[config.mk]
export PLATFORM = sky130hd
export DESIGN_NAME = signed_int_to_custom_radix_digits_top
export DESIGN_NICKNAME = d
export VERILOG_FILES = /design/src/sv/sircd_pkg.sv /design/src/sv/sircd_div.sv /design/src/sv/signed_int_to_custom_radix_digits_top.sv
export SDC_FILE = /design/constraint.sdc
export NUM_CORES = 1
export LEC_CHECK = 0
export BUFFER_PORTS_ARGS = -buffer_cell sky130_fd_sc_hd__buf_4
export CORE_ASPECT_RATIO = 0.6
export CORE_MARGIN = 2
export CORE_UTILIZATION = 55
export CTS_CLUSTER_SIZE = 8
export DETAILED_ROUTE_END_ITERATION = 12
export PLACE_DENSITY = 0.84
export SLEW_MARGIN = 5
export SYNTH_ARGS = -nofsm -noshare
export SYNTH_HDL_FRONTEND = slang
export SYNTH_SLANG_ARGS = --single-unit
export TNS_END_PERCENT = 30
[constraint.sdc]
create_clock -name clk -period 13.2 [get_ports clk]
set_input_delay 1.32 -clock clk [delete_from_list [all_inputs] [get_ports clk]]
set_output_delay 1.32 -clock clk [all_outputs]
set_load 0.03 [all_outputs]
[src/sv/sircd_pkg.sv]
// sircd_pkg: shared types, constants and the control program for the
// signed integer to radix digit converter. No dependencies.
`default_nettype none

package sircd_pkg;

    localparam int VALUE_W        = 32;
    localparam int CHAR_W         = 8;
    localparam int SYM_SLOTS      = 16;
    localparam int SYM_IDX_W      = 4;
    localparam int COUNT_W        = 5;
    localparam int CFG_DATA_W     = 64;
    localparam int CFG_ADDR_W     = 5;
    localparam int DIV_CHUNK      = 8;
    localparam int DEF_MAX_SYMBOLS = 16;
    localparam int DEF_VALUE_BITS  = 32;
    localparam int PC_W           = 4;

    localparam logic [CHAR_W-1:0] PLUS_CHAR  = 8'h2B;
    localparam logic [CHAR_W-1:0] MINUS_CHAR = 8'h2D;

    typedef enum logic [1:0] {
        REG_SYM_LO = 2'd0,
        REG_SYM_HI = 2'd1,
        REG_COUNT  = 2'd2
    } cfg_reg_t;

    typedef enum logic [3:0] {
        OP_NOP,
        OP_ACCEPT,
        OP_CHK_INIT,
        OP_CHK_STEP,
        OP_DIV_STEP,
        OP_PUSH,
        OP_EMIT_SIGN,
        OP_EMIT_DIGIT,
        OP_EMIT_ERR
    } op_t;

    typedef enum logic [3:0] {
        C_ALWAYS,
        C_NO_INPUT,
        C_KNOWN,
        C_CHK_MORE,
        C_BAD,
        C_DIV_MORE,
        C_QUOT_NZ,
        C_NOT_NEG,
        C_OUT_BUSY,
        C_DIGIT_AGAIN
    } cond_t;

    typedef struct packed {
        op_t             op;
        cond_t           cond;
        logic [PC_W-1:0] target;
    } uword_t;

    typedef struct packed {
        logic load;
        logic step;
        logic restart;
    } div_ctrl_t;

    typedef struct packed {
        logic more;
        logic quot_nz;
    } div_stat_t;

    // program step labels
    localparam logic [PC_W-1:0] ST_WAIT      = 4'd0;
    localparam logic [PC_W-1:0] ST_CHK_TEST  = 4'd1;
    localparam logic [PC_W-1:0] ST_CHK_INIT  = 4'd2;
    localparam logic [PC_W-1:0] ST_CHK_LOOP  = 4'd3;
    localparam logic [PC_W-1:0] ST_BAD_TEST  = 4'd4;
    localparam logic [PC_W-1:0] ST_DIV       = 4'd5;
    localparam logic [PC_W-1:0] ST_PUSH      = 4'd6;
    localparam logic [PC_W-1:0] ST_SIGN_TEST = 4'd7;
    localparam logic [PC_W-1:0] ST_SIGN      = 4'd8;
    localparam logic [PC_W-1:0] ST_DIGIT     = 4'd9;
    localparam logic [PC_W-1:0] ST_DONE      = 4'd10;
    localparam logic [PC_W-1:0] ST_ERR       = 4'd11;
    localparam logic [PC_W-1:0] ST_ERR_DONE  = 4'd12;

    // control store: jump to target when the condition holds, else fall through
    function automatic uword_t ucode_rom(input logic [PC_W-1:0] pc);
        uword_t w;
        w = '{op: OP_NOP, cond: C_ALWAYS, target: ST_WAIT};
        unique case (pc)
            ST_WAIT:      w = '{op: OP_ACCEPT,     cond: C_NO_INPUT,    target: ST_WAIT};
            ST_CHK_TEST:  w = '{op: OP_NOP,        cond: C_KNOWN,       target: ST_BAD_TEST};
            ST_CHK_INIT:  w = '{op: OP_CHK_INIT,   cond: C_ALWAYS,      target: ST_CHK_LOOP};
            ST_CHK_LOOP:  w = '{op: OP_CHK_STEP,   cond: C_CHK_MORE,    target: ST_CHK_LOOP};
            ST_BAD_TEST:  w = '{op: OP_NOP,        cond: C_BAD,         target: ST_ERR};
            ST_DIV:       w = '{op: OP_DIV_STEP,   cond: C_DIV_MORE,    target: ST_DIV};
            ST_PUSH:      w = '{op: OP_PUSH,       cond: C_QUOT_NZ,     target: ST_DIV};
            ST_SIGN_TEST: w = '{op: OP_NOP,        cond: C_NOT_NEG,     target: ST_DIGIT};
            ST_SIGN:      w = '{op: OP_EMIT_SIGN,  cond: C_OUT_BUSY,    target: ST_SIGN};
            ST_DIGIT:     w = '{op: OP_EMIT_DIGIT, cond: C_DIGIT_AGAIN, target: ST_DIGIT};
            ST_DONE:      w = '{op: OP_NOP,        cond: C_ALWAYS,      target: ST_WAIT};
            ST_ERR:       w = '{op: OP_EMIT_ERR,   cond: C_OUT_BUSY,    target: ST_ERR};
            ST_ERR_DONE:  w = '{op: OP_NOP,        cond: C_ALWAYS,      target: ST_WAIT};
            default:      w = '{op: OP_NOP,        cond: C_ALWAYS,      target: ST_WAIT};
        endcase
        return w;
    endfunction

endpackage

`default_nettype wire

[src/sv/sircd_div.sv]
// sircd_div: restoring divider of a magnitude by a small radix, one byte of
// quotient bits per cycle while stepped. Depends on sircd_pkg.
`default_nettype none

module sircd_div
    import sircd_pkg::*;
#(
    parameter int VALUE_BITS  = DEF_VALUE_BITS,
    parameter int MAX_SYMBOLS = DEF_MAX_SYMBOLS
)
(
    input  wire logic                           clk,
    input  wire logic                           rst_n,
    input  wire div_ctrl_t                      ctrl,
    input  wire logic [VALUE_BITS-1:0]          mag,
    input  wire logic [COUNT_W-1:0]             radix,
    output div_stat_t                           stat,
    output logic [$clog2(MAX_SYMBOLS)-1:0]      rem
);

    localparam int DIV_W     = ((VALUE_BITS + DIV_CHUNK - 1) / DIV_CHUNK) * DIV_CHUNK;
    localparam int DIV_STEPS = DIV_W / DIV_CHUNK;
    localparam int CNT_W     = $clog2(DIV_STEPS + 1);
    localparam int DIG_W     = $clog2(MAX_SYMBOLS);
    localparam int CMP_W     = (DIG_W + 1 > COUNT_W) ? DIG_W + 1 : COUNT_W;

    logic [DIV_W-1:0] work_reg, work_next;
    logic [DIG_W-1:0] rem_reg, rem_next;
    logic [CNT_W-1:0] cnt_reg, cnt_next;

    // one chunk of quotient bits; the partial remainder stays below the radix
    always_comb
    begin
        logic [DIV_W-1:0] w;
        logic [DIG_W-1:0] r;
        logic [DIG_W:0]   t;
        w = work_reg;
        r = rem_reg;
        t = '0;
        for (int i = 0; i < DIV_CHUNK; i++)
        begin
            t = {r, w[DIV_W-1]};
            w = {w[DIV_W-2:0], 1'b0};
            if (CMP_W'(t) >= CMP_W'(radix))
            begin
                t    = (DIG_W+1)'(CMP_W'(t) - CMP_W'(radix));
                w[0] = 1'b1;
            end
            r = t[DIG_W-1:0];
        end

        work_next = work_reg;
        rem_next  = rem_reg;
        cnt_next  = cnt_reg;
        if (ctrl.load)
        begin
            work_next = DIV_W'(mag);
            rem_next  = '0;
            cnt_next  = '0;
        end
        else if (ctrl.step)
        begin
            work_next = w;
            rem_next  = r;
            cnt_next  = (cnt_reg == CNT_W'(DIV_STEPS - 1)) ? '0 : cnt_reg + 1'b1;
        end
        else if (ctrl.restart)
        begin
            rem_next = '0;
            cnt_next = '0;
        end
    end

    always_ff @(posedge clk or negedge rst_n)
    begin
        if (!rst_n)
        begin
            cnt_reg <= '0;
        end
        else
        begin
            cnt_reg <= cnt_next;
        end
    end

    always_ff @(posedge clk)
    begin
        work_reg <= work_next;
        rem_reg  <= rem_next;
    end

    assign stat.more    = (cnt_reg != CNT_W'(DIV_STEPS - 1));
    assign stat.quot_nz = |work_reg;
    assign rem          = rem_reg;

endmodule

`default_nettype wire

[src/sv/signed_int_to_custom_radix_digits_top.sv]
// one value in flight at a time: after an accept the program checks the alphabet if needed,
// then runs the divider and pushes the digits one by one, emits a minus sign for a negative
// value and then the digits; output stalls delay the next accept
// the alphabet check runs once after a register write, on the next value
// rejected alphabet: one error transaction
// rst_n asynchronous, active low: control and configuration registers cleared, program at the wait step
`default_nettype none

// top level: register port, control sequencer, digit stack, output register.
// Depends on sircd_pkg and sircd_div.
module signed_int_to_custom_radix_digits_top
    import sircd_pkg::*;
#(
    parameter int MAX_SYMBOLS = DEF_MAX_SYMBOLS,
    parameter int VALUE_BITS  = DEF_VALUE_BITS
)
(
    input  wire logic                  clk,
    input  wire logic                  rst_n,
    input  wire logic                  psel,
    input  wire logic                  penable,
    input  wire logic                  pwrite,
    input  wire logic [CFG_ADDR_W-1:0] paddr,
    input  wire logic [CFG_DATA_W-1:0] pwdata,
    output logic      [CFG_DATA_W-1:0] prdata,
    output logic                       pready,
    input  wire logic                  s_tvalid,
    output logic                       s_tready,
    input  wire logic [VALUE_W-1:0]    s_tdata,   // [31:0] value
    output logic                       m_tvalid,
    input  wire logic                  m_tready,
    output logic      [CHAR_W-1:0]     m_tdata,   // [7:0] character
    output logic                       m_tlast,   // last_of_run
    output logic                       m_tuser    // alphabet_invalid
);

    localparam int DIG_W = $clog2(MAX_SYMBOLS);
    localparam int SP_W  = $clog2(VALUE_BITS + 1);
    localparam int SPI_W = $clog2(VALUE_BITS);

    // configuration registers
    logic [CFG_DATA_W-1:0] sym_lo_reg, sym_hi_reg;
    logic [COUNT_W-1:0]    count_reg;
    logic                  cfg_wr;

    // sequencer and datapath state
    logic [PC_W-1:0]      pc_reg, pc_next;
    logic                 known_reg, known_next;
    logic                 bad_reg, bad_next;
    logic [SYM_IDX_W-1:0] chk_idx_reg, chk_idx_next;
    logic                 neg_reg, neg_next;
    logic [SP_W-1:0]      sp_reg, sp_next;
    logic [DIG_W-1:0]     stack_reg [VALUE_BITS];
    logic                 push_en;

    logic                 m_valid_reg, m_valid_next;
    logic [CHAR_W-1:0]    m_data_reg, m_data_next;
    logic                 m_last_reg, m_last_next;
    logic                 m_user_reg, m_user_next;

    logic [CHAR_W-1:0]    syms [SYM_SLOTS];
    logic [CHAR_W-1:0]    chk_sym;
    logic                 chk_hit, chk_bad, chk_last, chk_more;
    logic [SP_W-1:0]      sp_m1;
    logic [DIG_W-1:0]     top_digit;
    logic                 out_busy, out_free, accept, take;
    logic [VALUE_BITS-1:0] raw, mag;
    uword_t               uw;
    div_ctrl_t            div_ctrl;
    div_stat_t            div_stat;
    logic [DIG_W-1:0]     div_rem;

    assign cfg_wr = psel && penable && pwrite && pready;
    assign pready = 1'b1;

    always_comb
    begin
        unique case (cfg_reg_t'(paddr[4:3]))
            REG_SYM_LO: prdata = sym_lo_reg;
            REG_SYM_HI: prdata = sym_hi_reg;
            REG_COUNT:  prdata = CFG_DATA_W'(count_reg);
            default:    prdata = '0;
        endcase
    end

    always_ff @(posedge clk or negedge rst_n)
    begin
        if (!rst_n)
        begin
            sym_lo_reg <= '0;
            sym_hi_reg <= '0;
            count_reg  <= '0;
        end
        else if (cfg_wr)
        begin
            unique case (cfg_reg_t'(paddr[4:3]))
                REG_SYM_LO: sym_lo_reg <= pwdata;
                REG_SYM_HI: sym_hi_reg <= pwdata;
                REG_COUNT:  count_reg  <= pwdata[COUNT_W-1:0];
                default:    ;
            endcase
        end
    end

    always_comb
    begin
        for (int i = 0; i < SYM_SLOTS / 2; i++)
        begin
            syms[i]                 = sym_lo_reg[i*CHAR_W +: CHAR_W];
            syms[i + SYM_SLOTS / 2] = sym_hi_reg[i*CHAR_W +: CHAR_W];
        end
    end

    // alphabet check: symbol at chk_idx against every earlier one and the signs
    always_comb
    begin
        chk_sym = syms[chk_idx_reg];
        chk_hit = (chk_sym == PLUS_CHAR) || (chk_sym == MINUS_CHAR);
        for (int j = 0; j < SYM_SLOTS; j++)
        begin
            if ((SYM_IDX_W'(j) < chk_idx_reg) && (syms[j] == chk_sym))
            begin
                chk_hit = 1'b1;
            end
        end
        chk_bad  = bad_reg || chk_hit;
        chk_last = ({1'b0, chk_idx_reg} == count_reg - 1'b1);
        chk_more = !chk_bad && !chk_last;
    end

    assign raw = s_tdata[VALUE_BITS-1:0];
    assign mag = raw[VALUE_BITS-1] ? VALUE_BITS'(~raw + 1'b1) : raw;

    assign uw        = ucode_rom(pc_reg);
    assign out_busy  = m_valid_reg && !m_tready;
    assign out_free  = !out_busy;
    assign s_tready  = (uw.op == OP_ACCEPT);
    assign accept    = s_tvalid && s_tready;
    assign sp_m1     = sp_reg - 1'b1;
    assign top_digit = stack_reg[sp_m1[SPI_W-1:0]];

    assign div_ctrl.load    = accept;
    assign div_ctrl.step    = (uw.op == OP_DIV_STEP);
    assign div_ctrl.restart = (uw.op == OP_PUSH);

    sircd_div #(
        .VALUE_BITS  (VALUE_BITS),
        .MAX_SYMBOLS (MAX_SYMBOLS)
    ) u_div (
        .clk   (clk),
        .rst_n (rst_n),
        .ctrl  (div_ctrl),
        .mag   (mag),
        .radix (count_reg),
        .stat  (div_stat),
        .rem   (div_rem)
    );

    always_comb
    begin
        unique case (uw.cond)
            C_ALWAYS:      take = 1'b1;
            C_NO_INPUT:    take = !s_tvalid;
            C_KNOWN:       take = known_reg;
            C_CHK_MORE:    take = chk_more;
            C_BAD:         take = bad_reg;
            C_DIV_MORE:    take = div_stat.more;
            C_QUOT_NZ:     take = div_stat.quot_nz;
            C_NOT_NEG:     take = !neg_reg;
            C_OUT_BUSY:    take = out_busy;
            C_DIGIT_AGAIN: take = out_busy || (sp_reg != SP_W'(1));
            default:       take = 1'b0;
        endcase
        pc_next = take ? uw.target : pc_reg + 1'b1;
    end

    always_comb
    begin
        known_next   = known_reg;
        bad_next     = bad_reg;
        chk_idx_next = chk_idx_reg;
        neg_next     = neg_reg;
        sp_next      = sp_reg;
        push_en      = 1'b0;
        m_valid_next = m_valid_reg && !m_tready;
        m_data_next  = m_data_reg;
        m_last_next  = m_last_reg;
        m_user_next  = m_user_reg;

        unique case (uw.op)
            OP_NOP:
            begin
            end
            OP_ACCEPT:
            begin
                if (accept)
                begin
                    neg_next = raw[VALUE_BITS-1];
                end
            end
            OP_CHK_INIT:
            begin
                chk_idx_next = '0;
                bad_next     = (count_reg < COUNT_W'(2)) ||
                               (count_reg > COUNT_W'(MAX_SYMBOLS));
            end
            OP_CHK_STEP:
            begin
                bad_next     = chk_bad;
                chk_idx_next = chk_idx_reg + 1'b1;
                if (!chk_more)
                begin
                    known_next = 1'b1;
                end
            end
            OP_DIV_STEP:
            begin
            end
            OP_PUSH:
            begin
                push_en = 1'b1;
                sp_next = sp_reg + 1'b1;
            end
            OP_EMIT_SIGN:
            begin
                if (out_free)
                begin
                    m_valid_next = 1'b1;
                    m_data_next  = MINUS_CHAR;
                    m_last_next  = 1'b0;
                    m_user_next  = 1'b0;
                end
            end
            OP_EMIT_DIGIT:
            begin
                if (out_free)
                begin
                    m_valid_next = 1'b1;
                    m_data_next  = syms[SYM_IDX_W'(top_digit)];
                    m_last_next  = (sp_reg == SP_W'(1));
                    m_user_next  = 1'b0;
                    sp_next      = sp_m1;
                end
            end
            OP_EMIT_ERR:
            begin
                if (out_free)
                begin
                    m_valid_next = 1'b1;
                    m_data_next  = '0;
                    m_last_next  = 1'b1;
                    m_user_next  = 1'b1;
                end
            end
            default:
            begin
            end
        endcase

        // any register write invalidates the cached alphabet verdict
        if (cfg_wr)
        begin
            known_next = 1'b0;
        end
    end

    always_ff @(posedge clk or negedge rst_n)
    begin
        if (!rst_n)
        begin
            pc_reg      <= ST_WAIT;
            known_reg   <= 1'b0;
            bad_reg     <= 1'b0;
            chk_idx_reg <= '0;
            neg_reg     <= 1'b0;
            sp_reg      <= '0;
            m_valid_reg <= 1'b0;
        end
        else
        begin
            pc_reg      <= pc_next;
            known_reg   <= known_next;
            bad_reg     <= bad_next;
            chk_idx_reg <= chk_idx_next;
            neg_reg     <= neg_next;
            sp_reg      <= sp_next;
            m_valid_reg <= m_valid_next;
        end
    end

    always_ff @(posedge clk)
    begin
        m_data_reg <= m_data_next;
        m_last_reg <= m_last_next;
        m_user_reg <= m_user_next;
        if (push_en)
        begin
            stack_reg[sp_reg[SPI_W-1:0]] <= div_rem;
        end
    end

    assign m_tvalid = m_valid_reg;
    assign m_tdata  = m_data_reg;
    assign m_tlast  = m_last_reg;
    assign m_tuser  = m_user_reg;

`ifndef ASSERT_OFF
    // a new value is only taken with the digit stack drained
    a_ready_empty: assert property (@(posedge clk) disable iff (!rst_n)
        s_tready |-> (sp_reg == '0))
        else $error("input taken with digits still stacked");

    // one value at a time: no accept in the cycle after an accept
    a_one_in_flight: assert property (@(posedge clk) disable iff (!rst_n)
        (s_tvalid && s_tready) |=> !s_tready)
        else $error("second value accepted back to back");

    // the error transaction always closes its run
    a_err_last: assert property (@(posedge clk) disable iff (!rst_n)
        (m_tvalid && m_tuser) |-> (m_tlast && (m_tdata == '0)))
        else $error("error transaction without last or with data");

    // digit stack never grows past the widest digit string
    a_sp_bound: assert property (@(posedge clk) disable iff (!rst_n)
        (uw.op == OP_PUSH) |-> (sp_reg < SP_W'(VALUE_BITS)))
        else $error("digit stack overflow");
`endif

endmodule

`default_nettype wire

Word level (Yosys, flattened, before mapping)
Memories as Yosys holds them, arrays and structs flattened.
Index checks and enable logic that the tools add are counted.
Operators by class
  add/sub/neg operators: 15
  bitwise operators: 3
  multiplexer cells: 70
  order comparisons: 28
  equality and inequality tests: 47
  reductions and logical operators: 51
Operators by type and width (number)
  case mux 64 bit (3 select lines): 1
  equality test 8 bit: 16
  2-to-1 mux 32 bit: 3
  binary-select mux 8 bit (select 4 bit): 2
  2-to-1 mux 8 bit: 7
  2-to-1 mux 4 bit: 11
  >= comparator 5 bit: 8
  2-to-1 mux 1 bit: 34
  adder 32 x 1 -> 32 bit, second input constant: 1
  equality test 4 x 3 -> 1 bit, second input constant: 8
  < comparator 4 bit, first input constant: 8
  inverter 32 bit: 1
  OR reduction 32 bit: 1
  subtractor 4 bit: 8
  case mux 8 bit (3 select lines): 1
  logical AND 1 bit: 21
  equality test 4 x 2 -> 1 bit, second input constant: 4
  equality test 8 x 6 -> 1 bit, second input constant: 2
  < comparator 3 x 4 -> 1 bit, first input constant: 4
  equality test 4 bit, second input constant: 3
  2-to-1 mux 3 bit: 4
  case mux 6 bit (2 select lines): 1
  AND reduction 2 bit: 6
  nonzero test 2 bit: 6
  other kinds (34): 53
Word-level totals
  output and inout port bits: 77
  memories kept: 2
  bits of input ports: 108
  memory bits (read-only): 192
  memory bits (writable): 128
  word-level logic and storage cells: 232
  register bits: 200
Memory list
  (no name shown): depth 16, width 12, rd ports 1, clocked after Yosys merged registers in 0, write ports 0, RTL line sircd_pkg.sv:89  | unique case (pc)
  stack_reg: depth 32, width 4, rd ports 1, clocked after Yosys merged registers in 0, write ports 1, RTL line signed_int_to_custom_radix_digits_top.sv:53  | logic [DIG_W-1:0] stack_reg [VALUE_BITS];

Logic depth before layout (Yosys ltp)
Gate-level depths: netlist of the first run.
  depth after elaboration: 28
  depth in mapped cells: 76
  depth with buffers taken out: 73

By module
Synthesis of the first run repeated with hierarchy kept, for this count alone.
Second synthesis, totals
  cells, all modules: 1913
  area, all modules: 21360.5 µm²
Modules (own cells, without submodules)
  signed_int_to_custom_radix_digits_top: instances 1, area an instance 17909.7 µm², cells an instance 1587, seq. area each 7922.6 µm²
  sircd_div: instances 1, area an instance 3450.8 µm², cells an instance 326, seq. area each 1116.1 µm²

Worst setup path after synthesis of the first run
No wires, ideal clock.
  kind: register to register
  from: reg count_reg[1]
  to: reg u_div.rem_reg[3], in the netlist u_div.rem[3]
  data arrival time: 12.444 ns
  library setup time: 0.117 ns
  period minus slack after synthesis: 12.561 ns
  stages on the path, launching flop included: 74
  buffers on the path: 3
  setup slack: 0.639 ns
  required time: 13.083 ns
  path through: dfrtp_1 > inv_1 > ha_1 > a21o_1 > a21o_1 > o21a_1 > o21ai_1 > nand2b_1 > clkbuf_1 > mux2_2 > inv_1 > ha_1 > nor2b_1 > o21ai_0 > nand2b_1 > o21a_1 > o21ai_1 > nand2b_1 > (+38 left out) > inv_1 > ha_1 > nor2b_1 > o21ai_0 > nand2b_1 > a31o_2 > a21o_1 > a21o_1 > o21ai_0 > inv_1 > ha_1 > o21ai_0 > a21boi_0 > o21ai_0 > nand2b_1 > a21o_1 > mux2_2 > a22o_1
On the way
  longest elaborated chain between the ends: 17
  elaborated cells between the ends (all ways): 25
  classes of those cells: add/sub (8); order compare (8); mux (9)
Ends and longest elaborated chain
  start: declaration: RTL line signed_int_to_custom_radix_digits_top.sv:43  | logic [COUNT_W-1:0] count_reg;
  start signal: assignment: RTL line signed_int_to_custom_radix_digits_top.sv:99  | REG_COUNT: count_reg <= pwdata[COUNT_W-1:0];
  subtractor 4 bit / >= comparator 5 bit (equally long branches): RTL line sircd_div.sv:46, sircd_div.sv:44
  2-to-1 mux 4 bit: RTL line sircd_div.sv:44  | if (CMP_W'(t) >= CMP_W'(radix))
  subtractor 4 bit / >= comparator 5 bit (equally long branches): RTL line sircd_div.sv:46, sircd_div.sv:44
  2-to-1 mux 4 bit: RTL line sircd_div.sv:44
  subtractor 4 bit / >= comparator 5 bit (equally long branches): RTL line sircd_div.sv:46, sircd_div.sv:44
  2-to-1 mux 4 bit: RTL line sircd_div.sv:44
  >= comparator 5 bit / subtractor 4 bit (equally long branches): RTL line sircd_div.sv:44, sircd_div.sv:46
  2-to-1 mux 4 bit: RTL line sircd_div.sv:44
  subtractor 4 bit / >= comparator 5 bit (equally long branches): RTL line sircd_div.sv:46, sircd_div.sv:44
  2-to-1 mux 4 bit: RTL line sircd_div.sv:44
  subtractor 4 bit / >= comparator 5 bit (equally long branches): RTL line sircd_div.sv:46, sircd_div.sv:44
  2-to-1 mux 4 bit: RTL line sircd_div.sv:44
  >= comparator 5 bit / subtractor 4 bit (equally long branches): RTL line sircd_div.sv:44, sircd_div.sv:46
  2-to-1 mux 4 bit: RTL line sircd_div.sv:44
  subtractor 4 bit / >= comparator 5 bit (equally long branches): RTL line sircd_div.sv:46, sircd_div.sv:44
  2-to-1 mux 4 bit (*): RTL line sircd_div.sv:44
  2-to-1 mux 4 bit (*): RTL line sircd_div.sv:61  | else if (ctrl.step)
  end signal: assignment: RTL line sircd_div.sv:89  | rem_reg <= rem_next;
  end: declaration: RTL line sircd_div.sv:28  | logic [DIG_W-1:0] rem_reg, rem_next;
Mark *: on every way between the ends. The rest lies on a longest branch, timed or not.
A chain may end at the register's enable or synchronous reset.

Final worst setup path of the first run
  from: reg u_div.work_reg[31]
  to: reg u_div.rem_reg[3], in the netlist u_div.rem[3]
On the way
  longest elaborated chain between the ends: 17
  elaborated cells between the ends (all ways): 25
  classes of those cells: add/sub (8); order compare (8); mux (9)
Ends and longest elaborated chain
  start: declaration: RTL line sircd_div.sv:27  | logic [DIV_W-1:0] work_reg, work_next;
  start signal: assignment: RTL line sircd_div.sv:88  | work_reg <= work_next;
  subtractor 4 bit / >= comparator 5 bit (equally long branches): RTL line sircd_div.sv:46, sircd_div.sv:44
  2-to-1 mux 4 bit (*): RTL line sircd_div.sv:44
  subtractor 4 bit / >= comparator 5 bit (equally long branches): RTL line sircd_div.sv:46, sircd_div.sv:44
  2-to-1 mux 4 bit (*): RTL line sircd_div.sv:44
  subtractor 4 bit / >= comparator 5 bit (equally long branches): RTL line sircd_div.sv:46, sircd_div.sv:44
  2-to-1 mux 4 bit (*): RTL line sircd_div.sv:44
  subtractor 4 bit / >= comparator 5 bit (equally long branches): RTL line sircd_div.sv:46, sircd_div.sv:44
  2-to-1 mux 4 bit (*): RTL line sircd_div.sv:44
  >= comparator 5 bit / subtractor 4 bit (equally long branches): RTL line sircd_div.sv:44, sircd_div.sv:46
  2-to-1 mux 4 bit (*): RTL line sircd_div.sv:44
  subtractor 4 bit / >= comparator 5 bit (equally long branches): RTL line sircd_div.sv:46, sircd_div.sv:44
  2-to-1 mux 4 bit (*): RTL line sircd_div.sv:44
  subtractor 4 bit / >= comparator 5 bit (equally long branches): RTL line sircd_div.sv:46, sircd_div.sv:44
  2-to-1 mux 4 bit (*): RTL line sircd_div.sv:44
  subtractor 4 bit / >= comparator 5 bit (equally long branches): RTL line sircd_div.sv:46, sircd_div.sv:44
  2-to-1 mux 4 bit (*): RTL line sircd_div.sv:44
  2-to-1 mux 4 bit (*): RTL line sircd_div.sv:61
Marks and branches as above.

==> results.md, run 1 <==
* Outcome: completed
* Largest net degree at the start of global routing at 88
* YS warnings at 0
* Met3 Use GR at 11.02%
* Total Wirelength at 64020 µm
* DRC at 0
* TritonCTS Sinks at 328
* Reg-to-reg slack, setup at 640 ps
* Post-Syn Area at 0.02078 mm²
* Worst Hold Class: reg -> reg
* H-tree depth at 2
* GR peak layer: met1
* Syn nets at 1996
* Cell taking the most area after synthesis: edfxtp_1
* RePlAce Congestion at 1.033
* Synth Flop Type: edfxtp_1
* CP required at 13640 ps
* WS Path Type: reg -> reg
* Placed cell area at 0.02255 mm²
* Cell area after layout at 0.02396 mm²
* Die Ht at 154.6 µm
* DR WL/cell at 25.28 µm
* Crit-path max FO at 6
* Clk_skew at 18.88 ps
* Clock edge transition at the registers on the reported setup and hold paths at 50 ps
* Post-synth top area share at 24.57%
* Post-route ant nets at 0
* Cell mode on critical path: nand2b_1
* CTS tree: yes
* GRT Overall Usage at 32.06%
* Hold_buf cts at 0
* Non-filler cells, final at 2532
* I/O pin total at 185
* Final HPWL DP at 46140 µm
* Fin. Hold Viols at 0
* Area Growth Syn to Fin at 15.31%
* Number of port buffers at 180
* First-pass GRT wire length at 95080 µm
* Crit-path max cell delay at 390 ps
* Worst setup EP type: flop
* Most frequent cell after synthesis: edfxtp_1
* Later-pin clock latency in the skew report at 560 ps
* Grt met1 use at 49.64%
* GR Layer Usage met2 at 42.65%
* Mean Syn Cell Area at 11.39 µm²
* First-pass iteration count of the detailed router at 6
* Number of global-route vias before repair at 15450
* Most frequent cells after synthesis: edfxtp_1, nor2_1, dfrtp_1, mux2i_1, mux2_2
* Starting DRT DRC Count at 1965
* Final setup viols at 0
* Startpoint types: flop
* DIE WIDTH at 254.9 µm
* Leading post-synthesis cells by cell area: edfxtp_1, dfrtp_1, mux2_2
* Cell variety after synth at 87
* Actual slew at the worst max-slew pin at 1074 ps
* Clock Path Buffers at 3
* Synth Register Bits at 328
* Cts bufs inserted at 46
* Row count at 55
* Core area at 0.03744 mm²
* Min Clock Period, post-route at 12560 ps
* Number of synthesized flops with an enable pin at 170
* Via density at 6.447
* Initial core utilization at 55.51%
* Final Cycle Share at 95.14%
* Antenna fix cells at 0
* Critical Path AT at 13000 ps
* Max-slew headroom at 28.25%
* Die area at 0.03940 mm²
* Peak Freq at 79.62 MHz
* Max-cap violations at 0
* Antenna violations before repair at 1
* Synth async-reset ratio at 46.95%
* Post-Synthesis Cells at 1825
* Max reg flops at 128
* Total global routing overflow at 0
* Seq/Total Area, Yosys at 43.50%
* Max stage delay cell, worst path: edfxtp_1
* DR vias at 16320
* Share of cells above drive strength 1 at 25.76%
* Total Nets Final at 2164
* Placed cells at 2445
* Fin. max-slew vios at 0
* Root Driver: clkbuf_16
## per-stage QoR
step	hold WS [ps]	utilization [%]	TNS [ps]	setup WS [ps]
3_5_place_dp	468.6	60.22	-23.61	-23.61
5_1_grt	502.4	64.01	-232.8	-149.5
6_report	479.9	64.01	0	641.0
4_1_cts	478.9	63.64	0	106.9
2_1_floorplan	442.6	-	0	639.3
3_3_place_gp	456.0	60.22	0	594.2
## placed cells by master, fill, tap and decap left out, drive strengths merged, types with 71 or more instances in the layout
master,n
buf,225
edfxtp,170
nor2,164
mux2i,156
dfrtp,154
mux2,148
a21oi,94
xor2,85
xnor2,76
clkbuf,71
## worst paths after layout
path,depth (start not counted),start,to
setup / recovery,71,u_div.work_reg[31],u_div.rem[3]
hold / removal,1,sp_reg[5],sp_reg[5]
setup reg to reg,71,u_div.work_reg[31],u_div.rem[3]
hold reg to reg,1,sp_reg[5],sp_reg[5]
max in group asynchronous,2,rst_n,chk_idx_reg[0]
min in group asynchronous,1,rst_n,sym_hi_reg[20]
## critical path, delay by kind of cell (launching register included)
| family | cells | cell delay (ps) |
|---|---|---|
| AO/OA/AOI/OAI | 29 | 4850 |
| multiplexers | 7 | 2300 |
| AND/OR/NAND/NOR | 17 | 2130 |
| adder cells (fa/ha/maj) | 8 | 1900 |
| buffers and inverters | 10 | 890 |
| flip-flops | 1 | 390 |
## kinds of logic after synthesis
kind of cell / share of synthesized area [%]
mux: 21.59
compound gates: 9.785
flops: 43.50
fa+ha+maj: 4.082
simple gates: 10.95
other cells: 0.01805
buf+inv: 3.288
xor+xnor: 6.786
## layer usage
layer	wire, µm	share of wire (%)	vias up
li1	-	-	7122
met3	9089	14	108
met5	13	0.020	-
met4	1264	2.0	2
met2	25880	40	979
met1	27780	43	8112
## layout make-up
cell class / instances / area, µm²
clock buffers: 71 / 1245
fillers: 2932 / 13470
multi-input cells: 1345 / 11130
well taps: 513 / 641.9
repair buffers: 225 / 1693
clock inverters: 3 / 33.78
flip-flops and latches: 328 / 9045
inverters: 47 / 176.4
## repair_timing
action	in CTS	in global routing
endpoints found under the setup margin	1	5
setup buffers	0	13
resized for setup	1	17
pin swaps	0	2
Power of run 1 is not shown: default switching activity piles up to over one toggle a cycle in this logic, so the estimate is an artifact.
==> inputs of run 2 (changes only) <==
--- a/config.mk
+++ b/config.mk
@@ -15,5 +15,6 @@
 export SLEW_MARGIN = 5
 export SYNTH_ARGS = -nofsm -noshare
 export SYNTH_HDL_FRONTEND = slang
+export SYNTH_HIERARCHICAL = 1
 export SYNTH_SLANG_ARGS = --single-unit
 export TNS_END_PERCENT = 30
==> constraint.sdc (replaced) <==
create_clock -name clk -period 13.2 [get_ports clk]
set_input_delay 0.66 -clock clk [delete_from_list [all_inputs] [get_ports clk]]
set_output_delay 0.66 -clock clk [all_outputs]
set_load 0.03 [all_outputs]
==> run 2 against run 1 <==
  * Largest cell class unchanged
  * Die area is 2.7% higher
  * Cell area increased by 2.2%
  * Worst hold slack got worse by 290 ps
  * Clock skew rose by 21 ps
  * Sequential share of layout area shrank 0.81 points
  * Setup slack improved by 1000 ps
  * Critical path depth shrank 27
  * Synthesized area increased by 2.8%
  * Highest routed layer unchanged
==> results.md, run 2 <==
* Placed cells at 2521
* Number of global-route vias before repair at 16600
* Actual slew at the worst max-slew pin at 1137 ps
* Cell mode on critical path: ha_1
* Hold_buf cts at 0
* Number of filler cells placed in the layout at 2893
* Number of port buffers at 180
* Via density at 6.542
* DRC at 0
* Clock Path Buffers at 3
* DR vias at 17010
* Total global routing overflow at 0
* Most frequent cells in the layout: buf_4, mux2_2, edfxtp_1, mux2i_1, dfrtp_1
* Antenna fix cells at 0
* Crit-path max cell delay at 830 ps
* Post-CTS setup buffer count at 0
* First-pass GRT wire length at 100700 µm
* Final setup viols at 0
* Most common cell after layout, fill and taps aside: buf_4
* Post-route ant nets at 0
* Outcome: completed
* Area Growth Syn to Fin at 14.61%
* RePlAce Congestion at 1.012
* Fin. Hold Viols at 0
* Synth async-reset ratio at 46.95%
* Cell taking the most area after synthesis: edfxtp_1
* Critical Path AT at 12050 ps
* Synth Flop Type: edfxtp_1
* Post-Synthesis Cells at 1913
* Peak Freq at 86.51 MHz
* Post-Syn Area at 0.02136 mm²
* Share of cells above drive strength 1 at 25.35%
* Most frequent cells after synthesis: mux2_2, edfxtp_1, mux2i_1, dfrtp_1, nor2_1
* Synth Register Bits at 328
* Startpoint types: flop
* Number of synthesized flops with an enable pin at 170
* Cts bufs inserted at 46
* Die area at 0.04048 mm²
* Syn nets at 2084
* Die Ht at 156.7 µm
* Crit-path max FO at 11
* CP required at 13690 ps
* Clk_skew at 39.67 ps
* YS warnings at 6
* Fin. max-slew vios at 0
* First-pass iteration count of the detailed router at 6
* Antenna violations before repair at 1
* Core area at 0.03799 mm²
* Largest net degree at the start of global routing at 98
* Starting DRT DRC Count at 1867
* RSZ-0062 raised after global routing: false
* CTS tree: yes
* Later-pin clock latency in the skew report at 590 ps
* Most frequent cell after synthesis: mux2_2
* Post-CTS resize count at 0
* I/O pin total at 185
* DIE WIDTH at 258.4 µm
* TritonCTS Sinks at 328
* Min Clock Period, post-route at 11560 ps
* DR WL/cell at 25.66 µm
* Final HPWL DP at 47580 µm
* Cell variety after synth at 86
* Post-synth top area share at 23.90%
* Total Wirelength at 66710 µm
* Seq/Total Area, Yosys at 42.31%
* Root Driver: clkbuf_16
* Row count at 55
* Clock edge transition at the registers on the reported setup and hold paths at 60 ps
* Total negative slack at 0 ps
* Leading post-synthesis cells by cell area: edfxtp_1, dfrtp_1, mux2_2
* GRT Overall Usage at 32.93%
* Initial core utilization at 56.23%
* Max stage delay cell, worst path: o21ai_0
* Mean Syn Cell Area at 11.17 µm²
* Worst setup EP type: flop
* Max-slew headroom at 23.64%
* Max-cap violations at 0
* Non-filler cells, final at 2600
* Final Cycle Share at 87.57%
* WS Path Type: reg -> reg
* Worst Hold Class: in -> async
* Total Nets Final at 2227
* Max reg flops at 128
* H-tree depth at 2
[run 2: worst paths after layout]
kind                         startpoint              to  slack (ps)  cells after the start
min in group clk             pwdata[17]  sym_lo_reg[17]         290                      3
max in group asynchronous         rst_n  chk_idx_reg[3]       11660                      2
hold / removal                    rst_n  sym_lo_reg[17]         190                      1
hold reg to reg               sp_reg[5]       sp_reg[5]         500                      1
setup / recovery           count_reg[2]    u_div/rem[3]        1640                     44
setup reg to reg           count_reg[2]    u_div/rem[3]        1640                     44
[run 2: logic make-up after synthesis]
logic type / count (synthesis) / synth area share (%)
AOI/OAI and AO/OA: 350 / 11.29
xor gates and xnor gates: 160 / 6.560
adders and majority gates: 63 / 3.971
buffers and inverters: 165 / 3.169
DFF: 328 / 42.31
muxes: 388 / 22.13
other: 1 / 0.01756
and+or+nand+nor: 458 / 10.54
[run 2: cell type report]
cell class | instances | area (µm²) | share of cell area [%]
tap | 513 | 641.9 | 2.622
clock buffer | 76 | 1264 | 5.162
inverter | 55 | 206.4 | 0.8433
multi-input combinational | 1420 | 11690 | 47.77
timing repair buffer | 205 | 1543 | 6.302
sequential | 328 | 9042 | 36.94
clock inverter | 3 | 90.09 | 0.3680
[run 2: stage by stage]
step,instance area (µm²),hold slack [ps],util (%),setup WS [ps]
after CTS,24480,219.1,64.45,1826
after detailed placement,23130,484.9,60.88,1859
after global routing,24480,272.6,64.45,769.2
final,24480,193.3,64.45,1641
after global placement,23130,466.5,60.88,2164
after floorplan,21360,364.4,-,3571
[run 2: layer usage]
metal / wire, µm / GRT usage (%)
met5: 15 / 0
met4: 1551 / 8.781
met1: 28020 / 46.53
met3: 7335 / 8.390
met2: 29790 / 50.61
[run 2: critical path: cells and delay by family (launching register included)]
family,cells,cell delay [ps]
buffers and inverters,4,500
DFF,1,520
adders and majority gates,8,2310
muxes,6,2400
AOI/OAI and AO/OA,24,5500
and+or+nand+nor,2,220
Power of run 2 is left out for the same reason.
==> inputs of run 3 (changes only) <==
==> constraint.sdc (replaced) <==
create_clock -name clk -period 13.2 [get_ports clk]
set_input_delay 0 -clock clk [delete_from_list [all_inputs] [get_ports clk]]
set_output_delay 0 -clock clk [all_outputs]
set_load 0.03 [all_outputs]
==> run 3 against run 2 <==
  * Clock skew fell by 22 ps
  * Worst hold slack got worse by 140 ps
  * Fmax fell by 0.60%
  * Register-to-register slack got worse by 70 ps
  * Non-clock buffer count rose by 108
  * Flip-flop and latch count did not move
  * Routed wire length rose by 3.1%
  * Sequential share of layout area fell by 1.6 points
==> results.md, run 3 (synthesis gave the netlist of run 2 again) <==
* Outcome: completed
* Area of the multi-input gates at 0.01169 mm²
* Starting DRT DRC Count at 2372
* Later-pin clock latency in the skew report at 580 ps
* Min Clock Period, post-route at 11630 ps
* Peak Freq at 86.00 MHz
* Crit-path max FO at 12
* Startpoint types: flop
* Reg2reg end: u_div/rem[2]
* Number of global-route vias before repair at 17430
* CTS tree: yes
* Worst setup EP type: flop
* Critical Path AT at 12110 ps
* Fin. max-slew vios at 0
* DRC at 0
* I/O pin total at 185
* Total global routing overflow at 0
* Cell mode on critical path: ha_1
* Number of filler cells placed in the layout at 2715
* Most common cell after layout, fill and taps aside: buf_4
* Clock edge transition at the registers on the reported setup and hold paths at 60 ps
* Most frequent cells in the layout: buf_4, mux2_2, edfxtp_1, mux2i_1, dfrtp_1
* Total negative slack at 0 ps
* Placed cells at 2521
* Post-CTS setup buffer count at 0
* Path depth of the worst reg2reg path at 46
* Worst Hold Class: in -> reg
* Final HPWL DP at 46980 µm
* Core area at 0.03799 mm²
* TritonCTS Sinks at 328
* DR vias at 17570
* Cell area after layout at 0.02562 mm²
* Reg-to-Reg Start: count_reg[1]
* Die area at 0.04048 mm²
* Reg-to-reg slack, setup at 1570 ps
* Hold EP: pc_reg[3]
* Final setup viols at 0
* WS Path Type: reg -> reg
* Largest net degree at the start of global routing at 89
* Via density at 6.477
* DIE WIDTH at 258.4 µm
* Row count at 55
* Placed cell area at 0.02313 mm²
* Hold Crit Start: s_tvalid
* H-tree depth at 2
* Final Cycle Share at 88.10%
* RePlAce Congestion at 1.011
* Fin. Hold Viols at 0
* Antenna violations before repair at 5
* Cts bufs inserted at 47
* DR WL/cell at 25.35 µm
* GRT Overall Usage at 33.88%
* Clk_skew at 17.99 ps
* Crit-path max cell delay at 870 ps
* Total Wirelength at 68760 µm
* Area Growth Syn to Fin at 19.94%
* Clock Path Buffers at 3
* Max-slew headroom at 24.36%
* Initial core utilization at 56.23%
* Max reg flops at 128
* Storage cell area at 0.009042 mm²
* Hold Path Cell Cnt at 6
* Number of port buffers at 180
* RSZ-0062 raised after global routing: false
* Root Driver: clkbuf_16
* First-pass iteration count of the detailed router at 6
* Total Nets Final at 2336
* Share of cells above drive strength 1 at 24.25%
* Non-filler cells, final at 2713
* Actual slew at the worst max-slew pin at 1123 ps
* Post-route ant nets at 0
* Max stage delay cell, worst path: o21ai_0
* First-pass GRT wire length at 105000 µm
* Max-cap violations at 0
* CP required at 13680 ps
* Die Ht at 156.7 µm
==> run 3: layout make-up <==
cell class	instances	share of cell area, %
clock buffer	78	5.123
sequential	328	35.29
tap	513	2.505
clock inverter	4	0.3711
multi-input combinational	1420	45.64
inverter	55	0.8058
antenna	2	0.01953
timing repair buffer	313	10.24
==> run 3: routing by layer <==
metal / wire (µm) / GRT usage (%) / up-vias
li1: - / - / 7662
met1: 28030 / 47.69 / 8663
met2: 30910 / 52.64 / 1077
met3: 7712 / 7.434 / 167
met4: 2099 / 10.27 / 2
met5: 15 / 0 / -
==> run 3: repair_timing <==
item / CTS / global route
hold buffers: 108 / 0
gates resized for setup: 0 / 0
hold endpoints to repair: 256 / 0
==> run 3: how the worst max path moves through the flow <==
stage	from	end	slack, ps	cells after the start
floorplan	count_reg[1]	u_div/rem[3]	3570	46
global placement	count_reg[1]	u_div/rem[2]	2120	46
detailed placement	count_reg[1]	u_div/rem[2]	1880	46
CTS	count_reg[1]	u_div/rem[2]	1840	46
global route	count_reg[1]	u_div/rem[0]	840	47
finish	count_reg[1]	u_div/rem[2]	1570	46
==> run 3: stage by stage <==
step | worst slack [ps] | utilization [%] | hold slack, ps
detailed placement | 1879 | 60.88 | 131.2
global route | 841.4 | 67.44 | 101.8
floorplan | 3571 | - | -295.6
CTS | 1835 | 67.43 | 30.83
finish | 1571 | 67.45 | 55.63
global placement | 2117 | 60.88 | 98.19
==> run 3: critical path, delay by kind of cell, from the launching register on <==
| family | cells | cell delay (ps) |
|---|---|---|
| AOI/OAI and AO/OA | 23 | 5410 |
| muxes | 6 | 2340 |
| adders and majority gates | 8 | 2170 |
| buffers and inverters | 5 | 780 |
| and+or+nand+nor | 4 | 450 |
| DFF | 1 | 360 |
Power of run 3 is left out for the same reason.
